File: config.mk
export PLATFORM = sky130hd
export DESIGN_NAME = clipped_span_sprite_decoder
export DESIGN_NICKNAME = d
export VERILOG_FILES = /design/src/hdl/csd_pkg.sv /design/src/hdl/csd_cfg.sv /design/src/hdl/csd_parse.sv /design/src/hdl/clipped_span_sprite_decoder.sv
export SDC_FILE = /design/constraint.sdc
export NUM_CORES = 1
export LEC_CHECK = 0
export BUFFER_PORTS_ARGS = -buffer_cell sky130_fd_sc_hd__buf_2
export CORE_ASPECT_RATIO = 1.4
export CORE_UTILIZATION = 35
export DETAILED_ROUTE_END_ITERATION = 7
export GPL_ROUTABILITY_DRIVEN = 1
export GPL_TIMING_DRIVEN = 0
export MAX_ROUTING_LAYER = met4
export RECOVER_POWER = 25
export SYNTH_ARGS = -nofsm -noshare
export SYNTH_HDL_FRONTEND = slang
export SYNTH_SLANG_ARGS = --single-unit
File: constraint.sdc
create_clock -name clk -period 6.4 [get_ports clk]
set_clock_uncertainty 0.15 [all_clocks]
set_input_delay 0.64 -clock clk [delete_from_list [all_inputs] [get_ports clk]]
set_output_delay 0.64 -clock clk [all_outputs]
set_load 0.1 [all_outputs]
File: src/hdl/csd_pkg.sv
package csd_pkg;

  localparam int REG_BITS = 16;
  localparam int ROW_BITS = 10;
  localparam int CFG_INDEX_BITS = 3;

  // Parse phases of the span stream.
  localparam logic [1:0] PH_OFFSET     = 2'd0;
  localparam logic [1:0] PH_LENGTH     = 2'd1;
  localparam logic [1:0] PH_LENGTH_EXT = 2'd2;
  localparam logic [1:0] PH_PIXELS     = 2'd3;

  localparam logic [7:0] BYTE_EMPTY_ROW = 8'hFF;
  localparam logic [7:0] BYTE_LEN_EXT   = 8'hFE;

  // Register indexes on the configuration channel.
  localparam logic [CFG_INDEX_BITS-1:0] REG_ORIGIN_X     = 3'd0;
  localparam logic [CFG_INDEX_BITS-1:0] REG_ORIGIN_Y     = 3'd1;
  localparam logic [CFG_INDEX_BITS-1:0] REG_LEFT_LIMIT   = 3'd2;
  localparam logic [CFG_INDEX_BITS-1:0] REG_TOP_LIMIT    = 3'd3;
  localparam logic [CFG_INDEX_BITS-1:0] REG_CLIP_RIGHT   = 3'd4;
  localparam logic [CFG_INDEX_BITS-1:0] REG_CLIP_BOTTOM  = 3'd5;
  localparam logic [CFG_INDEX_BITS-1:0] REG_FIRST_ROW    = 3'd6;
  localparam logic [CFG_INDEX_BITS-1:0] REG_ROWS_ENCODED = 3'd7;

  localparam logic [REG_BITS-1:0] CLIP_RIGHT_RESET  = 16'd640;
  localparam logic [REG_BITS-1:0] CLIP_BOTTOM_RESET = 16'd480;

  typedef struct packed {
    logic [REG_BITS-1:0] origin_x;
    logic [REG_BITS-1:0] origin_y;
    logic [REG_BITS-1:0] left_limit;
    logic [REG_BITS-1:0] top_limit;
    logic [REG_BITS-1:0] clip_right;
    logic [REG_BITS-1:0] clip_bottom;
    logic [ROW_BITS-1:0] first_row_offset;
    logic [ROW_BITS-1:0] rows_encoded;
  } cfg_regs_t;

endpackage

File: src/hdl/csd_cfg.sv
module csd_cfg (
  input  logic                                clk,
  input  logic                                rst,
  input  logic                                wr_en,
  input  logic [csd_pkg::CFG_INDEX_BITS-1:0]  wr_index,
  input  logic [csd_pkg::REG_BITS-1:0]        wr_data,
  output csd_pkg::cfg_regs_t                  regs
);
  import csd_pkg::*;

  always_ff @(posedge clk) begin
    if (rst) begin
      regs.origin_x         <= '0;
      regs.origin_y         <= '0;
      regs.left_limit       <= '0;
      regs.top_limit        <= '0;
      regs.clip_right       <= CLIP_RIGHT_RESET;
      regs.clip_bottom      <= CLIP_BOTTOM_RESET;
      regs.first_row_offset <= '0;
      regs.rows_encoded     <= '0;
    end else if (wr_en) begin
      unique case (wr_index)
        REG_ORIGIN_X:     regs.origin_x         <= wr_data;
        REG_ORIGIN_Y:     regs.origin_y         <= wr_data;
        REG_LEFT_LIMIT:   regs.left_limit       <= wr_data;
        REG_TOP_LIMIT:    regs.top_limit        <= wr_data;
        REG_CLIP_RIGHT:   regs.clip_right       <= wr_data;
        REG_CLIP_BOTTOM:  regs.clip_bottom      <= wr_data;
        REG_FIRST_ROW:    regs.first_row_offset <= wr_data[ROW_BITS-1:0];
        REG_ROWS_ENCODED: regs.rows_encoded     <= wr_data[ROW_BITS-1:0];
        default: ;
      endcase
    end
  end

endmodule

File: src/hdl/csd_parse.sv
module csd_parse #(
  parameter int COORD_BITS = 16
) (
  input  logic                   clk,
  input  logic                   rst,
  input  logic                   step,
  input  logic [7:0]             stream_byte,
  input  logic                   image_start,
  input  csd_pkg::cfg_regs_t     regs,
  output logic                   emit,
  output logic [COORD_BITS-1:0]  pixel_x,
  output logic [COORD_BITS-1:0]  pixel_y
);
  import csd_pkg::*;

  localparam int WB = COORD_BITS + 12;

  logic [1:0]          phase;
  logic [ROW_BITS-1:0] row_number;
  logic [7:0]          span_start;
  logic [7:0]          span_size;
  logic [7:0]          pixel_position;
  logic                finished;

  logic [1:0]          phase_next;
  logic [ROW_BITS-1:0] row_number_next;
  logic [7:0]          span_start_next;
  logic [7:0]          span_size_next;
  logic [7:0]          pixel_position_next;
  logic                finished_next;

  // State as seen by this byte, after a possible image restart.
  logic [1:0]          cur_phase;
  logic [ROW_BITS-1:0] cur_row;
  logic [7:0]          cur_start;
  logic [7:0]          cur_size;
  logic [7:0]          cur_pos;
  logic                cur_finished;

  logic [REG_BITS+COORD_BITS-1:0] ext_ox, ext_oy, ext_cl, ext_ct, ext_cr, ext_cb;
  logic signed [WB-1:0] ox, oy, cl, ct, cr, cb;
  logic signed [WB-1:0] x_wide, y_wide;
  logic [7:0]           pos_inc;
  logic [7:0]           len_byte;
  logic                 len_valid;

  // Registers are kept at 16 bits and read as COORD_BITS-wide signed values.
  assign ext_ox = {{COORD_BITS{1'b0}}, regs.origin_x};
  assign ext_oy = {{COORD_BITS{1'b0}}, regs.origin_y};
  assign ext_cl = {{COORD_BITS{1'b0}}, regs.left_limit};
  assign ext_ct = {{COORD_BITS{1'b0}}, regs.top_limit};
  assign ext_cr = {{COORD_BITS{1'b0}}, regs.clip_right};
  assign ext_cb = {{COORD_BITS{1'b0}}, regs.clip_bottom};

  assign ox = {{(WB-COORD_BITS){ext_ox[COORD_BITS-1]}}, ext_ox[COORD_BITS-1:0]};
  assign oy = {{(WB-COORD_BITS){ext_oy[COORD_BITS-1]}}, ext_oy[COORD_BITS-1:0]};
  assign cl = {{(WB-COORD_BITS){ext_cl[COORD_BITS-1]}}, ext_cl[COORD_BITS-1:0]};
  assign ct = {{(WB-COORD_BITS){ext_ct[COORD_BITS-1]}}, ext_ct[COORD_BITS-1:0]};
  assign cr = {{(WB-COORD_BITS){ext_cr[COORD_BITS-1]}}, ext_cr[COORD_BITS-1:0]};
  assign cb = {{(WB-COORD_BITS){ext_cb[COORD_BITS-1]}}, ext_cb[COORD_BITS-1:0]};

  always_comb begin
    if (image_start) begin
      cur_phase    = PH_OFFSET;
      cur_row      = '0;
      cur_start    = '0;
      cur_size     = '0;
      cur_pos      = '0;
      cur_finished = 1'b0;
    end else begin
      cur_phase    = phase;
      cur_row      = row_number;
      cur_start    = span_start;
      cur_size     = span_size;
      cur_pos      = pixel_position;
      cur_finished = finished;
    end
  end

  assign x_wide = ox + WB'(cur_start) + WB'(cur_pos);
  assign y_wide = oy + WB'(regs.first_row_offset) + WB'(cur_row);
  assign pos_inc = cur_pos + 8'd1;
  assign pixel_x = x_wide[COORD_BITS-1:0];
  assign pixel_y = y_wide[COORD_BITS-1:0];

  always_comb begin
    phase_next          = cur_phase;
    row_number_next     = cur_row;
    span_start_next     = cur_start;
    span_size_next      = cur_size;
    pixel_position_next = cur_pos;
    finished_next       = cur_finished;
    emit                = 1'b0;
    len_valid           = 1'b0;
    len_byte            = stream_byte;

    if (!cur_finished) begin
      unique case (cur_phase)
        PH_OFFSET: begin
          if (cur_row >= regs.rows_encoded || y_wide >= cb) begin
            finished_next = 1'b1;
          end else if (stream_byte == BYTE_EMPTY_ROW) begin
            row_number_next     = cur_row + 1'b1;
            pixel_position_next = '0;
          end else begin
            span_start_next = stream_byte;
            phase_next      = PH_LENGTH;
          end
        end
        PH_LENGTH: begin
          if (stream_byte == BYTE_LEN_EXT) begin
            phase_next = PH_LENGTH_EXT;
          end else begin
            len_valid = 1'b1;
          end
        end
        PH_LENGTH_EXT: begin
          len_valid = 1'b1;
        end
        PH_PIXELS: begin
          emit = (stream_byte != 8'd0) && (x_wide >= cl) && (x_wide < cr) &&
                 (y_wide >= ct) && (y_wide < cb);
          pixel_position_next = pos_inc;
          if (pos_inc >= cur_size) begin
            row_number_next     = cur_row + 1'b1;
            phase_next          = PH_OFFSET;
            pixel_position_next = '0;
          end
        end
        default: phase_next = PH_OFFSET;
      endcase

      // Open a span; an empty one closes the row right away.
      if (len_valid) begin
        span_size_next      = len_byte;
        pixel_position_next = '0;
        if (len_byte == 8'd0) begin
          row_number_next = cur_row + 1'b1;
          phase_next      = PH_OFFSET;
        end else begin
          phase_next = PH_PIXELS;
        end
      end
    end
  end

  always_ff @(posedge clk) begin
    if (rst) begin
      phase          <= PH_OFFSET;
      row_number     <= '0;
      span_start     <= '0;
      span_size      <= '0;
      pixel_position <= '0;
      finished       <= 1'b1;
    end else if (step) begin
      phase          <= phase_next;
      row_number     <= row_number_next;
      span_start     <= span_start_next;
      span_size      <= span_size_next;
      pixel_position <= pixel_position_next;
      finished       <= finished_next;
    end
  end

endmodule

File: src/hdl/clipped_span_sprite_decoder.sv
// Clipped span sprite decoder. Feed the span stream of a run-length encoded
// sprite one byte per word on the s_ side, with s_tuser set on the first byte
// of each sprite; bytes before the first such mark are dropped. Each encoded
// row is 0xFF (empty) or an offset byte, a length byte (0xFE escapes to a
// following length byte) and that many pixel bytes. Every non-zero pixel that
// falls inside the clip window (left/top inclusive, right/bottom exclusive)
// leaves as one m_ word with its screen x, screen y and color; all other
// bytes give no word. A sprite ends after rows_encoded rows or when a row
// starts at or below clip_bottom. The block takes one byte per clock while no
// output word stalls: a byte is held in an input register, decoded and clipped
// in one pass of compares and adds, and lands in an output register that
// drives m_tvalid. While an output word stalls, one more byte waits in the
// input register and then s_tready drops. Write the configuration registers
// over cfg_* only while no byte is in flight; cfg_ready is always high.
module clipped_span_sprite_decoder #(
  parameter int COORD_BITS = 16
) (
  input  logic                                clk,
  input  logic                                rst,
  // configuration write channel
  input  logic                                cfg_valid,
  output logic                                cfg_ready,
  input  logic [csd_pkg::CFG_INDEX_BITS-1:0]  cfg_index,
  input  logic [csd_pkg::REG_BITS-1:0]        cfg_data,
  // input stream
  input  logic                                s_tvalid,
  output logic                                s_tready,
  input  logic [7:0]                          s_tdata,   // [7:0] stream_byte
  input  logic [0:0]                          s_tuser,   // [0] image_start
  // output stream
  output logic                                m_tvalid,
  input  logic                                m_tready,
  // pixel_x, pixel_y, pixel_color from the low bit up, zero padded
  output logic [((2*COORD_BITS+8+7)/8)*8-1:0] m_tdata
);
  import csd_pkg::*;

  localparam int DATA_W = ((2*COORD_BITS+8+7)/8)*8;
  localparam int PAD_W  = DATA_W - 2*COORD_BITS - 8;

  cfg_regs_t regs;

  logic       in_valid;
  logic [7:0] in_byte;
  logic       in_start;
  logic       out_free;
  logic       step;

  logic                  emit;
  logic [COORD_BITS-1:0] calc_x;
  logic [COORD_BITS-1:0] calc_y;

  logic [COORD_BITS-1:0] pixel_x;
  logic [COORD_BITS-1:0] pixel_y;
  logic [7:0]            pixel_color;

  assign cfg_ready = 1'b1;

  csd_cfg u_cfg (
    .clk      (clk),
    .rst      (rst),
    .wr_en    (cfg_valid),
    .wr_index (cfg_index),
    .wr_data  (cfg_data),
    .regs     (regs)
  );

  // The output register is free when empty or being drained this cycle.
  assign out_free = !m_tvalid || m_tready;
  assign step     = in_valid && out_free;
  assign s_tready = !in_valid || out_free;

  // Input register: hold the byte until the decode stage can advance.
  always_ff @(posedge clk) begin
    if (rst) begin
      in_valid <= 1'b0;
    end else if (s_tvalid && s_tready) begin
      in_valid <= 1'b1;
    end else if (out_free) begin
      in_valid <= 1'b0;
    end
  end

  always_ff @(posedge clk) begin
    if (s_tvalid && s_tready) begin
      in_byte  <= s_tdata;
      in_start <= s_tuser[0];
    end
  end

  csd_parse #(
    .COORD_BITS (COORD_BITS)
  ) u_parse (
    .clk         (clk),
    .rst         (rst),
    .step        (step),
    .stream_byte (in_byte),
    .image_start (in_start),
    .regs        (regs),
    .emit        (emit),
    .pixel_x     (calc_x),
    .pixel_y     (calc_y)
  );

  // Output register: load a visible pixel, otherwise drop the word.
  always_ff @(posedge clk) begin
    if (rst) begin
      m_tvalid <= 1'b0;
    end else if (out_free) begin
      m_tvalid <= step && emit;
    end
  end

  always_ff @(posedge clk) begin
    if (out_free) begin
      pixel_x     <= calc_x;
      pixel_y     <= calc_y;
      pixel_color <= in_byte;
    end
  end

  generate
    if (PAD_W > 0) begin : g_pad
      assign m_tdata = {{PAD_W{1'b0}}, pixel_color, pixel_y, pixel_x};
    end else begin : g_nopad
      assign m_tdata = {pixel_color, pixel_y, pixel_x};
    end
  endgenerate

  // A transparent pixel never leaves the block.
  a_color_opaque: assert property (@(posedge clk) disable iff (rst)
    m_tvalid |-> (pixel_color != 8'd0))
    else $error("transparent pixel emitted");

  // Input stalls only when a byte is held behind a stalled output word.
  a_stall_cause: assert property (@(posedge clk) disable iff (rst)
    !s_tready |-> (in_valid && m_tvalid && !m_tready))
    else $error("input stalled without cause");

  // A word appears only from a byte that was decoded in the previous cycle.
  a_word_source: assert property (@(posedge clk) disable iff (rst)
    $rose(m_tvalid) |-> $past(in_valid))
    else $error("output word without a decoded byte");

  // Reset leaves the output empty.
  a_reset_empty: assert property (@(posedge clk)
    $past(rst) |-> !m_tvalid)
    else $error("output valid after reset");

endmodule
==> results.json <==
{
  "synth_ff_type": "dfxtp_1",
  "gr-total-overflow": 0,
  "synth_edf_count": 49,
  "status": "complete, no violations",
  "finalHoldViolations": 0,
  "p_leak_nw": 6.35,
  "grt_pass1_vias": 11500,
  "place_congestion": 0.917,
  "hold_path.class": "input pin to register",
  "cp_slowest_cell": "or4_4",
  "critPathTopFamily": "compound AO/OA/AOI/OAI gates",
  "drtAntennaViolNets": 0,
  "slew_headroom": 0.338,
  "antenna_found_initial": 1,
  "cp-end-kind": "register",
  "yosys_warnings": 0,
  "cts_tree": "yes",
  "die_w_um": 167,
  "dpl.hpwl_mm": 31.7,
  "ir_drop_uv": 174,
  "period_minus_slack_ns": 6.14,
  "finalWirelength_mm": 40.9,
  "fin_ws_ns": 0.259,
  "final_cells": 2194,
  "hold_start": "s_tdata[2]",
  "fin_crit_sh": 0.960,
  "tightestPinTransition_ns": 0.986,
  "reg2reg_from": "u_cfg.regs[10]",
  "dp.cells": 2140,
  "start_util": 0.354,
  "setup_tns_ns": 0,
  "core_area_um2": 37500,
  "worst-path-max-fanout": 5,
  "cp_data_arrival_time_ns": 6.39,
  "syn_avg_cell_area_um2": 8.27,
  "wl_per_cell_um": 18.6,
  "path_class": "register to register",
  "worst_path_most_repeated_cell": "ha_1",
  "crit_required_ns": 6.65,
  "finalPower_mw": 3.29,
  "pre_cts_ws_ns": -1.15,
  "num_rows": 84,
  "synth_seq_cells": 204,
  "num_vias": 11800,
  "yosysSeqAreaShare": 0.344,
  "die_area_um2": 38800,
  "clock_latency_ns": 0.54,
  "cts.path.max_buffers": 3,
  "ioPinCount": 76,
  "cts_made_buffers": 23,
  "netlist_area_um2": 13300,
  "max_freq_mhz": 163,
  "async_flop_share": 0,
  "cts_root_buf": "clkbuf_16",
  "crit_buf_inv": 2,
  "synthCells": 1607,
  "slowest_delay_ns": 0.53,
  "dr.pass1.iters": 5,
  "grt_first_pass_wirelength_mm": 62.7,
  "drv_slew": 0,
  "clock-sinks": 204,
  "crit_start": "u_cfg.regs[10]",
  "dr.first_iter.drc_count": 622,
  "htreeDepth": 1,
  "cp-start-kind": "register",
  "die_y_um": 233,
  "synth_cell_types": 91,
  "pwr_density_cell_nw_per_um2": 213,
  "viasPerCell": 5.38,
  "final_nets": 1912,
  "rsz0062_at_grt": "yes",
  "drive_above_1_share": 0.117,
  "grt_usage": 0.214,
  "grt_max_degree": 30,
  "route.detailed.drc": 0,
  "clkSlewWorstSetupHoldPaths_ns": 0.07,
  "syn_nets": 1816,
  "synthToLayoutAreaGrowth_pct": 15.8,
  "maxCapViolCount": 0,
  "whs_ns": 0.128,
  "port_buffers": 59,
  "hold_buffers": 0,
  "setup_violations": 0
}
## path summary, 6_finish.rpt
kind	end	slack (ns)	depth (start not counted)
max	u_parse.row_number[7]	0.26	27
min	in_byte[2]	0.13	1
max reg2reg	u_parse.row_number[7]	0.26	27
min reg2reg	u_parse.span_start[6]	0.30	2
## registers in the layout, summed over array words and instances (netlist names), 2 cells and up
signal,cells
pixel_x,16
u_parse.phase,2
u_cfg.regs,116
u_parse.pixel_position,8
pixel_y,16
pixel_color,8
u_parse.span_start,8
u_parse.span_size,8
in_byte,8
u_parse.row_number,10
## cells in the final DEF, fill, tap and decap left out, types with 31 or more instances in the layout
cell	count
nand3_1	36
buf_2	60
o21ai_0	41
edfxtp_1	49
a21oi_1	178
ha_1	170
nor2b_1	41
inv_1	119
nand2_1	292
xnor2_1	31
dfxtp_1	155
nor2_1	93
clkbuf_1	43
## cell usage after synthesis (16+ instances only)
master	number	area, um^2
inv_1	119	447
edfxtp_1	49	1470
nand4_1	27	169
a21oi_1	186	931
ha_1	172	2150
nor3_1	18	90.1
nand3_1	36	180
o21a_1	16	120
nand2_1	292	1100
a21o_1	26	195
nor2b_1	42	263
xnor2_1	35	307
dfxtp_1	155	3100
nor2_1	99	372
o21ai_0	44	220
clkbuf_1	46	173
## layer usage
| layer | vias to the layer above | part of all wire | global-route usage |
|---|---|---|---|
| li1 | 5868 | - | - |
| met1 | 5538 | 0.40 | 0.229 |
| met2 | 286 | 0.51 | 0.390 |
| met3 | 113 | 0.041 | 0.0218 |
| met4 | 0 | 0.052 | 0.114 |
| met5 | - | 0 | - |
## cells by family (layout without fill, tap and decap cells)
| kind of cell | Yosys count | after routing | synth area share |
|---|---|---|---|
| AO/OA/AOI/OAI | 413 | 413 | 0.200 |
| XOR/XNOR | 48 | 48 | 0.0316 |
| adder cells (fa/ha/maj) | 176 | 176 | 0.168 |
| buffers and inverters | 183 | 296 | 0.0530 |
| flip-flops | 204 | 204 | 0.344 |
| multiplexers | 4 | 4 | 0.00311 |
| other | 1 | 2 | 0.000282 |
| AND/OR/NAND/NOR | 578 | 578 | 0.200 |
## stage by stage
step | area, um^2 | utilization
detailed placement | 14200 | 0.379
finish | 15400 | 0.411
global placement | 14200 | 0.378
CTS | 15100 | 0.402
floorplan | 13300 | -
global route | 15400 | 0.411
## what timing repair did
action	in CTS	in global routing
buffers inserted	3	8
pin swaps	3	20
setup endpoints to repair	30	29
gates resized for setup	22	53
## power breakdown
group | leakage (nW) | total [mW] | switching, mW | internal (mW)
clock network | 0.376 | 1.38 | 0.597 | 0.782
logic | 4.16 | 0.530 | 0.365 | 0.165
registers | 1.82 | 1.38 | 0.0244 | 1.35
total | 6.35 | 3.29 | 0.986 | 2.30
## area by class of cell
| type | instances | area [um^2] |
|---|---|---|
| well taps | 473 | 592 |
| repair buffers | 71 | 414 |
| diodes | 1 | 2.50 |
| plain buffers | 63 | 274 |
| clock inverters | 12 | 115 |
| clock buffers | 30 | 663 |
| fillers | 3699 | 22100 |
| inverters | 120 | 450 |
| flip-flops and latches | 204 | 4570 |
| multi-input cells | 1220 | 8320 |
## worst register-to-register path, delay by kind of cell (launching register included)
kind / cells / cell delay, ns
compound gates: 14 / 2.38
xor+xnor: 2 / 0.32
fa+ha+maj: 4 / 1.17
buf+inv: 2 / 0.25
flops: 1 / 0.34
simple gates: 5 / 1.41
(Power assumes the default switching activity.)
